## src/design/sapp_pkg.sv

```systemverilog
// shared types and constants for the servo acknowledge packet parser
`default_nettype none
package sapp_pkg;

    localparam int MAX_PAYLOAD_DEF  = 32;
    localparam int REPLAY_DEPTH_DEF = 64;
    localparam int HEADER_BYTES     = 7;
    localparam int QUEUE_DEPTH      = 4;

    localparam logic [7:0] SYNC_BYTE = 8'hFF;
    localparam logic [7:0] CK_MASK   = 8'hFE;

    // register indexes on the configuration port
    localparam logic REG_CMD_LOW  = 1'b0;
    localparam logic REG_CMD_HIGH = 1'b1;

    typedef struct packed {
        logic [7:0] srv_id;
        logic [7:0] command;
        logic [5:0] data_count;
        logic [5:0] data_index;
        logic [7:0] data_byte;
        logic       is_empty;
        logic       is_last;
    } result_t;

endpackage
`default_nettype wire

```

## src/design/sapp_parser.sv

```systemverilog
// front end: byte intake, replay buffer, header scanner and payload walk
`default_nettype none
module sapp_parser #(
    parameter int MAX_PAYLOAD  = sapp_pkg::MAX_PAYLOAD_DEF,
    parameter int REPLAY_DEPTH = sapp_pkg::REPLAY_DEPTH_DEF
) (
    input  wire                  clk,
    input  wire                  rst_n,
    input  wire                  s_tvalid,
    output logic                 s_tready,
    input  wire  [7:0]           s_tdata,
    input  wire  [7:0]           cmd_low,
    input  wire  [7:0]           cmd_high,
    output logic                 push,
    output sapp_pkg::result_t    push_data,
    input  wire                  queue_full
);
    import sapp_pkg::*;

    localparam int AW = (REPLAY_DEPTH > 1) ? $clog2(REPLAY_DEPTH) : 1;
    localparam int FW = $clog2(REPLAY_DEPTH + 1);
    localparam int PW = (MAX_PAYLOAD > 1) ? $clog2(MAX_PAYLOAD) : 1;
    localparam logic [FW:0] DEPTH_W = (FW + 1)'(REPLAY_DEPTH);
    localparam logic [7:0]  HDR8    = 8'(HEADER_BYTES);
    localparam logic [7:0]  MAX_SZ  = 8'(HEADER_BYTES + MAX_PAYLOAD);

    typedef enum logic [2:0] {
        ST_IDLE,
        ST_READ,
        ST_PROC,
        ST_EREAD,
        ST_EPUSH
    } state_t;

    typedef enum logic [2:0] {
        PH_HEAD1,
        PH_HEAD2,
        PH_SIZE,
        PH_ID,
        PH_CMD,
        PH_CK1,
        PH_CK2,
        PH_DATA
    } phase_t;

    state_t          state_reg, state_next;
    phase_t          phase_reg, phase_next;
    logic [7:0]      size_reg, size_next;
    logic [7:0]      servo_reg, servo_next;
    logic [7:0]      cmd_reg, cmd_next;
    logic [7:0]      ck1_reg, ck1_next;
    logic [7:0]      xacc_reg, xacc_next;
    logic [AW-1:0]   base_reg, base_next;
    logic [FW-1:0]   fill_reg, fill_next;
    logic [FW-1:0]   scan_reg, scan_next;
    logic [FW-1:0]   hdr_reg, hdr_next;
    logic [5:0]      eidx_reg, eidx_next;

    logic [7:0]      rmem [REPLAY_DEPTH];
    logic [7:0]      rdata_reg;
    logic [7:0]      pmem [MAX_PAYLOAD];
    logic [7:0]      pdata_reg;

    logic            rmem_we;
    logic [AW-1:0]   rmem_waddr;
    logic            rmem_re;
    logic [AW-1:0]   rmem_raddr;
    logic            pmem_we;
    logic [PW-1:0]   pmem_waddr;

    logic [7:0]      b;
    logic [5:0]      n;
    logic [5:0]      need;
    logic [5:0]      idx;
    logic [FW-1:0]   h;
    logic [FW-1:0]   new_fill;
    logic [7:0]      x_fin;
    logic            finish;

    function automatic logic [AW-1:0] wrap(input logic [AW-1:0] base, input logic [FW-1:0] pos);
        logic [FW:0] sum;
        sum = (FW + 1)'(base) + (FW + 1)'(pos);
        if (sum >= DEPTH_W)
            sum = sum - DEPTH_W;
        return sum[AW-1:0];
    endfunction

    assign b        = rdata_reg;
    assign n        = 6'(size_reg - HDR8);
    assign need     = (n == 6'd0) ? 6'd1 : n;
    assign idx      = 6'(scan_reg - hdr_reg - FW'(HEADER_BYTES));
    assign h        = (hdr_reg > fill_reg) ? fill_reg : hdr_reg;
    assign new_fill = fill_reg - h;
    assign s_tready = (state_reg == ST_IDLE);

    always_comb
    begin
        state_next = state_reg;
        phase_next = phase_reg;
        size_next  = size_reg;
        servo_next = servo_reg;
        cmd_next   = cmd_reg;
        ck1_next   = ck1_reg;
        xacc_next  = xacc_reg;
        base_next  = base_reg;
        fill_next  = fill_reg;
        scan_next  = scan_reg;
        hdr_next   = hdr_reg;
        eidx_next  = eidx_reg;
        rmem_we    = 1'b0;
        rmem_waddr = wrap(base_reg, fill_reg);
        rmem_re    = 1'b0;
        rmem_raddr = wrap(base_reg, scan_reg);
        pmem_we    = 1'b0;
        pmem_waddr = idx[PW-1:0];
        finish     = 1'b0;
        x_fin      = xacc_reg;
        push       = 1'b0;

        case (state_reg)
            ST_IDLE:
            begin
                if (s_tvalid)
                begin
                    rmem_we    = 1'b1;
                    fill_next  = fill_reg + FW'(1);
                    state_next = ST_READ;
                end
            end
            ST_READ:
            begin
                if (scan_reg < fill_reg)
                begin
                    rmem_re    = 1'b1;
                    state_next = ST_PROC;
                end
                else
                begin
                    // drop everything ahead of the current header start
                    base_next = wrap(base_reg, h);
                    hdr_next  = '0;
                    if ((FW + 1)'(new_fill) == DEPTH_W)
                    begin
                        fill_next  = '0;
                        scan_next  = '0;
                        phase_next = PH_HEAD1;
                    end
                    else
                    begin
                        fill_next = new_fill;
                        scan_next = scan_reg - h;
                    end
                    state_next = ST_IDLE;
                end
            end
            ST_PROC:
            begin
                state_next = ST_READ;
                scan_next  = scan_reg + FW'(1);
                case (phase_reg)
                    PH_HEAD1:
                    begin
                        if (b == SYNC_BYTE)
                        begin
                            hdr_next   = scan_reg;
                            phase_next = PH_HEAD2;
                        end
                        else
                        begin
                            hdr_next = scan_reg + FW'(1);
                        end
                    end
                    PH_HEAD2:
                    begin
                        phase_next = (b == SYNC_BYTE) ? PH_SIZE : PH_HEAD1;
                    end
                    PH_SIZE:
                    begin
                        if (b > MAX_SZ)
                        begin
                            if (b == SYNC_BYTE)
                                hdr_next = hdr_reg + FW'(1);
                            else
                            begin
                                scan_next  = hdr_reg + FW'(1);
                                phase_next = PH_HEAD1;
                            end
                        end
                        else if (b < HDR8)
                        begin
                            scan_next  = hdr_reg + FW'(1);
                            phase_next = PH_HEAD1;
                        end
                        else
                        begin
                            size_next  = b;
                            xacc_next  = b;
                            phase_next = PH_ID;
                        end
                    end
                    PH_ID:
                    begin
                        servo_next = b;
                        xacc_next  = xacc_reg ^ b;
                        phase_next = PH_CMD;
                    end
                    PH_CMD:
                    begin
                        if (b >= cmd_low && b <= cmd_high)
                        begin
                            cmd_next   = b;
                            xacc_next  = xacc_reg ^ b;
                            phase_next = PH_CK1;
                        end
                        else
                        begin
                            scan_next  = hdr_reg + FW'(1);
                            phase_next = PH_HEAD1;
                        end
                    end
                    PH_CK1:
                    begin
                        ck1_next   = b;
                        phase_next = PH_CK2;
                    end
                    PH_CK2:
                    begin
                        if (b != (~ck1_reg & CK_MASK))
                        begin
                            scan_next  = hdr_reg + FW'(1);
                            phase_next = PH_HEAD1;
                        end
                        else if (size_reg == HDR8)
                            finish = 1'b1;
                        else
                            phase_next = PH_DATA;
                    end
                    PH_DATA:
                    begin
                        pmem_we   = 1'b1;
                        xacc_next = xacc_reg ^ b;
                        x_fin     = xacc_reg ^ b;
                        if (idx + 6'd1 >= n)
                            finish = 1'b1;
                    end
                    default:
                    begin
                        phase_next = PH_HEAD1;
                    end
                endcase

                if (finish)
                begin
                    phase_next = PH_HEAD1;
                    if ((x_fin & CK_MASK) == ck1_reg)
                    begin
                        hdr_next   = scan_reg + FW'(1);
                        eidx_next  = '0;
                        state_next = ST_EREAD;
                    end
                    else
                    begin
                        scan_next = hdr_reg + FW'(1);
                    end
                end
            end
            ST_EREAD:
            begin
                state_next = ST_EPUSH;
            end
            ST_EPUSH:
            begin
                if (!queue_full)
                begin
                    push      = 1'b1;
                    eidx_next = eidx_reg + 6'd1;
                    if (eidx_reg + 6'd1 == need)
                        state_next = ST_READ;
                    else
                        state_next = ST_EREAD;
                end
            end
            default:
            begin
                state_next = ST_IDLE;
            end
        endcase
    end

    always_comb
    begin
        push_data.srv_id     = servo_reg;
        push_data.command    = cmd_reg;
        push_data.data_count = n;
        push_data.data_index = (n == 6'd0) ? 6'd0 : eidx_reg;
        push_data.data_byte  = (n == 6'd0) ? 8'd0 : pdata_reg;
        push_data.is_empty   = (n == 6'd0);
        push_data.is_last    = (eidx_reg + 6'd1 == need);
    end

    always_ff @(posedge clk)
    begin
        if (rmem_we)
            rmem[rmem_waddr] <= s_tdata;
        if (rmem_re)
            rdata_reg <= rmem[rmem_raddr];
    end

    always_ff @(posedge clk)
    begin
        if (pmem_we)
            pmem[pmem_waddr] <= b;
        if (state_reg == ST_EREAD)
            pdata_reg <= pmem[eidx_reg[PW-1:0]];
    end

    always_ff @(posedge clk or negedge rst_n)
    begin
        if (!rst_n)
        begin
            state_reg <= ST_IDLE;
            phase_reg <= PH_HEAD1;
            size_reg  <= '0;
            servo_reg <= '0;
            cmd_reg   <= '0;
            ck1_reg   <= '0;
            xacc_reg  <= '0;
            base_reg  <= '0;
            fill_reg  <= '0;
            scan_reg  <= '0;
            hdr_reg   <= '0;
            eidx_reg  <= '0;
        end
        else
        begin
            state_reg <= state_next;
            phase_reg <= phase_next;
            size_reg  <= size_next;
            servo_reg <= servo_next;
            cmd_reg   <= cmd_next;
            ck1_reg   <= ck1_next;
            xacc_reg  <= xacc_next;
            base_reg  <= base_next;
            fill_reg  <= fill_next;
            scan_reg  <= scan_next;
            hdr_reg   <= hdr_next;
            eidx_reg  <= eidx_next;
        end
    end

endmodule
`default_nettype wire

```

## src/design/sapp_queue.sv

```systemverilog
// back end: short result queue whose head drives the output stream
`default_nettype none
module sapp_queue (
    input  wire                  clk,
    input  wire                  rst_n,
    input  wire                  push,
    input  sapp_pkg::result_t    push_data,
    output logic                 full,
    output logic                 m_tvalid,
    input  wire                  m_tready,
    output sapp_pkg::result_t    head
);
    import sapp_pkg::*;

    localparam int QW = $clog2(QUEUE_DEPTH);
    localparam int CW = $clog2(QUEUE_DEPTH + 1);

    result_t         entry_reg [QUEUE_DEPTH];
    logic [QW-1:0]   wr_reg, wr_next;
    logic [QW-1:0]   rd_reg, rd_next;
    logic [CW-1:0]   cnt_reg, cnt_next;
    logic            pop;

    assign full     = (cnt_reg == CW'(QUEUE_DEPTH));
    assign m_tvalid = (cnt_reg != '0);
    assign pop      = m_tvalid && m_tready;
    assign head     = entry_reg[rd_reg];

    always_comb
    begin
        wr_next  = push ? wr_reg + QW'(1) : wr_reg;
        rd_next  = pop ? rd_reg + QW'(1) : rd_reg;
        cnt_next = cnt_reg + CW'(push) - CW'(pop);
    end

    always_ff @(posedge clk)
    begin
        if (push)
            entry_reg[wr_reg] <= push_data;
    end

    always_ff @(posedge clk or negedge rst_n)
    begin
        if (!rst_n)
        begin
            wr_reg  <= '0;
            rd_reg  <= '0;
            cnt_reg <= '0;
        end
        else
        begin
            wr_reg  <= wr_next;
            rd_reg  <= rd_next;
            cnt_reg <= cnt_next;
        end
    end

endmodule
`default_nettype wire

```

## src/design/servo_ack_packet_parser_core.sv

```systemverilog
// top level: configuration registers, parser front end and output queue
// Takes one received byte per transfer on the slave stream and gives each
// good acknowledge packet as one master-stream transfer per payload byte, or
// one transfer flagged empty. A byte is taken, then the scanner walks every
// buffered byte not yet parsed with one replay buffer read and one parse
// step each; a good packet adds one payload read and one push per result,
// and the step closes by dropping consumed bytes. A byte that exposes a bad
// header makes the scanner replay the bytes after that header's start. The
// slave side is ready only between bytes. Results sit in a four-entry queue,
// so a stalled master side holds the parser only once that queue is full.
// Command limits are to be written through the APB port only while the
// block is idle; the block itself does not enforce this.
`default_nettype none
module servo_ack_packet_parser_core #(
    parameter int MAX_PAYLOAD  = sapp_pkg::MAX_PAYLOAD_DEF,
    parameter int REPLAY_DEPTH = sapp_pkg::REPLAY_DEPTH_DEF
) (
    input  wire         clk,
    input  wire         rst_n,
    input  wire         s_tvalid,
    output logic        s_tready,
    input  wire  [7:0]  s_tdata,   // rx_byte
    output logic        m_tvalid,
    input  wire         m_tready,
    // srv_id[7:0], command[15:8], data_count[21:16], data_index[27:22],
    // data_byte[35:28], zero pad[39:36]
    output logic [39:0] m_tdata,
    output logic        m_tuser,   // is_empty
    output logic        m_tlast,   // is_last
    input  wire         psel,
    input  wire         penable,
    input  wire         pwrite,
    input  wire  [2:0]  paddr,
    input  wire  [31:0] pwdata,
    output logic [31:0] prdata,
    output logic        pready
);
    import sapp_pkg::*;

    logic [7:0] cmd_low_reg;
    logic [7:0] cmd_high_reg;
    logic       wr_en;
    logic       push;
    logic       full;
    result_t    push_data;
    result_t    head;

    assign pready = 1'b1;
    assign wr_en  = psel && penable && pwrite && pready;
    assign prdata = (paddr[2] == REG_CMD_HIGH) ? {24'd0, cmd_high_reg}
                                               : {24'd0, cmd_low_reg};

    always_ff @(posedge clk or negedge rst_n)
    begin
        if (!rst_n)
        begin
            cmd_low_reg  <= 8'd65;
            cmd_high_reg <= 8'd73;
        end
        else if (wr_en)
        begin
            if (paddr[2] == REG_CMD_HIGH)
                cmd_high_reg <= pwdata[7:0];
            else
                cmd_low_reg <= pwdata[7:0];
        end
    end

    sapp_parser #(
        .MAX_PAYLOAD  (MAX_PAYLOAD),
        .REPLAY_DEPTH (REPLAY_DEPTH)
    ) u_parser (
        .clk        (clk),
        .rst_n      (rst_n),
        .s_tvalid   (s_tvalid),
        .s_tready   (s_tready),
        .s_tdata    (s_tdata),
        .cmd_low    (cmd_low_reg),
        .cmd_high   (cmd_high_reg),
        .push       (push),
        .push_data  (push_data),
        .queue_full (full)
    );

    sapp_queue u_queue (
        .clk       (clk),
        .rst_n     (rst_n),
        .push      (push),
        .push_data (push_data),
        .full      (full),
        .m_tvalid  (m_tvalid),
        .m_tready  (m_tready),
        .head      (head)
    );

    assign m_tdata = {4'd0, head.data_byte, head.data_index, head.data_count,
                      head.command, head.srv_id};
    assign m_tuser = head.is_empty;
    assign m_tlast = head.is_last;

endmodule
`default_nettype wire

```

## config.mk

```make
export PLATFORM = sky130hd
export DESIGN_NAME = servo_ack_packet_parser_core
export DESIGN_NICKNAME = d
export VERILOG_FILES = /design/src/design/sapp_pkg.sv /design/src/design/sapp_parser.sv /design/src/design/sapp_queue.sv /design/src/design/servo_ack_packet_parser_core.sv
export SDC_FILE = /design/constraint.sdc
export NUM_CORES = 1
export LEC_CHECK = 0
export BUFFER_PORTS_ARGS = -buffer_cell sky130_fd_sc_hd__buf_2
export CELL_PAD_IN_SITES_DETAIL_PLACEMENT = 1
export CELL_PAD_IN_SITES_GLOBAL_PLACEMENT = 1
export CORE_UTILIZATION = 58
export CTS_CLUSTER_SIZE = 20
export DETAILED_ROUTE_END_ITERATION = 7
export GPL_TIMING_DRIVEN = 0
export PLACE_DENSITY_LB_ADDON = 0.05
export SYNTH_ARGS = -nofsm -noshare
export SYNTH_HDL_FRONTEND = slang
export SYNTH_SLANG_ARGS = --single-unit
export TNS_END_PERCENT = 50
```

## constraint.sdc

```tcl
create_clock -name clk -period 8.2 [get_ports clk]
set_clock_uncertainty 0.05 [all_clocks]
set_input_delay 0.82 -clock clk [delete_from_list [all_inputs] [get_ports clk]]
set_output_delay 0.82 -clock clk [all_outputs]
set_load 0.02 [all_outputs]
```

==> flow_summary.ini <==
[run_status]
outcome = finished clean

[timing]
hold_viol = 0
holdWs_ps = 137.6
maxSlewHeadroom_pct = 9.976
setup_viol = 0
fmax_mhz = 177.9
worst_pin_slew_ps = 1350
slew_viol_final = 0
post-route-period-util_pct = 68.54
rsz0062_at_grt = false
finalSetupTns_ps = 0
min_period_ps = 5620

[clock_tree]
cts_tree = done
clock_latency_ps = 680
clock_path_buffers = 3
cts_buffers = 104
htreeDepth = 3
cts_resized = 0
cts_setup_buffers = 0
numClockSinks = 1037
hold_buffers = 0
root_buffer = clkbuf_16
clk_pin_slew_ps = 60

[routing]
drt_wl_total_um = 110900
vias_per_cell = 6.425
final_antenna_net_count = 0
wl_per_cell_um = 30.03
drt_iter0_drc = 2238
firstDrtPassIters = 5
drt_drc_violations_left = 0
vias = 23734

[pwr]
leakage_nw = 17.02
combPwrFrac_pct = 42.5
switchingPower_w = 0.007479
clkPwrFrac_pct = 24.5
power_density_nw_per_um2 = 408.9
vdd_drop_max_uv = 242.1
intPower_w = 0.01283
sequentialPowerShare_pct = 32.9
p_sw_share_pct = 36.82

[grt]
grt_start_max_net_pins = 65
grt_pass1_wl_um = 165300
grt-ovfl-total = 0
grt_antenna_before_repair = 3
grt_pass1_vias = 25466
track_usage_pct = 29.31

[worst_setup_path]
r2r_slack_ps = 2580
crit_type = flip-flop to flip-flop
cp-start-kind = flip-flop
r2r_cells = 18
critPathMaxFanout = 9
crit_arrival_ps = 6120
endpoint_kind = flip-flop
crit_required_ps = 8700

[yosys]
synth.area.mux_share_pct = 15.92
yosysUniqueCellTypes = 79
synth_top_family_by_area = multiplexers
synth_edf_count = 936
synthSimpleGateAreaFrac_pct = 4.563
synth_xor_area_share_pct = 1.655
ys_seq_area_share_pct = 69.54
synthAdderAreaFrac_pct = 2.760
syn_area_um2 = 44060
syn_avg_cell_area_um2 = 18.22
async_reset_ff_share_pct = 9.740
ys.flop_type = edfxtp_1
ys_ff_latch = 1037
synth-compound-area-share_pct = 3.529
synthCells = 2418
ys_warn_count = 0

[die]
coreArea_um2 = 74820
die_w_um = 277.6
num_rows = 100
start_util_pct = 58.89
ios = 127
die_area_um2 = 77080
die_h_um = 277.6

[placed_design]
dp_hpwl_um = 73450
gp_congestion = 0.9202
io_buffer_count = 70

[cells_and_area]
fillCellCount = 6240
finalCoreUtilization_pct = 66.39
layout.nets = 2778
largest_reg_flops = 512
area_growth_pct = 12.73
layout-drive-gt1-share_pct = 23.24

[hold_path]
hold_class = input pin to async pin

[job]
cap_viol_max_count = 0
-- critical path, stage by stage, from the launching register on --
cell,delay (ps)
dfrtp_1,600
inv_1,180
ha_1,320
inv_1,40
ha_1,210
fa_1,530
clkbuf_1,450
nand3_1,200
or3_1,370
xnor2_1,150
ha_1,320
a21oi_1,130
o21ai_0,190
o21a_1,240
or2_2,290
clkbuf_1,220
a221oi_4,550
mux2i_1,150
a211o_1,310
-- final timing paths --
path | from | endpoint
hold reg to reg | u_parser.size_reg[7]$_DFFE_PN0P_ | u_parser.size_reg[7]$_DFFE_PN0P_
setup / recovery | u_parser.scan_reg[1]$_DFFE_PN0P_ | u_parser.scan_reg[6]$_DFFE_PN0P_
min in group clk | pwdata[5] | cmd_low_reg[5]$_DFFE_PN0P_
setup reg to reg | u_parser.scan_reg[1]$_DFFE_PN0P_ | u_parser.scan_reg[6]$_DFFE_PN0P_
max in group asynchronous | rst_n | cmd_high_reg[3]$_DFFE_PN1P_
hold / removal | rst_n | u_parser.servo_reg[4]$_DFFE_PN0P_
-- cell usage after synthesis (all sizes together), types with 4 or more instances --
cell type | instances | area (um2)
nor4 | 4 | 37.53
a311oi | 7 | 67.56
dfrtp | 96 | 2402
a21boi | 5 | 37.54
nor2 | 148 | 555.5
a21o | 12 | 90.09
o32ai | 4 | 35.03
xor2 | 22 | 192.7
and2 | 7 | 45.05
or3b | 4 | 35.04
or3 | 9 | 57.56
clkbuf | 73 | 274.0
o31ai | 7 | 52.55
xnor2 | 56 | 490.5
and3 | 12 | 75.07
nor3 | 20 | 100.1
a221oi | 6 | 70.07
a2bb2oi | 4 | 35.03
o21ai | 54 | 270.3
mux4 | 278 | 6261
inv | 64 | 240.2
dfstp | 5 | 131.4
edfxtp | 936 | 28110
nand3 | 42 | 210.2
o21bai | 5 | 37.54
mux2i | 17 | 170.2
o21a | 5 | 37.54
a22o | 5 | 45.04
buf | 62 | 362.9
ha | 86 | 1076
mux2 | 52 | 585.6
a31oi | 12 | 75.07
nand2 | 94 | 355.3
nor2b | 31 | 193.9
nand2b | 8 | 50.05
fa | 7 | 140.1
a21oi | 71 | 355.3
a211oi | 10 | 75.07
o211ai | 11 | 82.58
nand4 | 12 | 75.07
nand4b | 4 | 35.03
nor3b | 9 | 67.56
-- cell type report --
class                      instances  area [um2]  area share, %
antenna                            1       2.502       0.005038
clock buffer                     134        2839          5.715
buffer                           135       636.9          1.282
clock inverter                    61       745.7          1.501
timing repair buffer              84       696.9          1.403
sequential                      1037       30640          61.69
tap                              969        1212          2.441
multi-input combinational       1206       12650          25.46
inverter                          67       251.5         0.5063
-- per-layer routing --
metal	routed length (um)	track usage (%)	up-vias
li1	-	-	10071
met1	44210	39.37	12534
met2	56630	49.68	905
met3	6529	4.279	220
met4	3522	9.902	4
met5	27	0	-
-- kinds of logic after synthesis --
kind of cell             Yosys count
adder cells (fa/ha/maj)           93
flip-flops                      1037
multiplexers                     347
buffers and inverters            202
AND/OR/NAND/NOR                  417
other                              2
XOR/XNOR                          80
AO/OA/AOI/OAI                    240
-- power groups by stage --
stage               Sequential (W)  Combinational (W)  Clock [W]
global placement           0.00690            0.00798          0
CTS                        0.00677            0.00849    0.00503
global route               0.00672            0.00922    0.00521
detailed placement         0.00688            0.00837          0
finish                     0.00669            0.00864    0.00498
floorplan                  0.00666            0.00571          0
-- placed cells by master (no fill, tap or decap), types with 12 or more instances in the layout --
cell type / synthesis / layout
nand4_1: 12 / 12
ha_1: 86 / 86
mux2i_1: 17 / 17
mux2_2: 52 / 52
mux4_2: 278 / 278
clkbuf_16: 0 / 107
buf_1: 18 / 18
conb_1: 2 / 29
nor2b_1: 31 / 31
nor3_1: 20 / 19
nand2_1: 93 / 93
o21ai_0: 54 / 54
buf_2: 14 / 83
edfxtp_1: 936 / 936
xor2_1: 22 / 22
xnor2_1: 56 / 56
nor2_1: 148 / 148
a21oi_1: 71 / 71
clkbuf_1: 73 / 94
inv_1: 64 / 64
bufinv_16: 0 / 16
a31oi_1: 12 / 12
buf_4: 30 / 31
clkinv_2: 0 / 12
clkinv_1: 3 / 26
dfrtp_1: 96 / 96
nand3_1: 42 / 42
a21o_1: 12 / 12
-- through the flow --
step                      power, W  area [um2]  std cells  setup WS (ps)
after floorplan            0.01237       44170       2445           3583
after global placement     0.01488       45730       3484           2751
after detailed placement   0.01525       45980       3494           2613
after CTS                  0.02029       49560       3689           2610
after global routing       0.02114       49670       3693           2196
final                      0.02031       49670       3694           2580
Note: power is estimated with default switching activity, not from simulation.
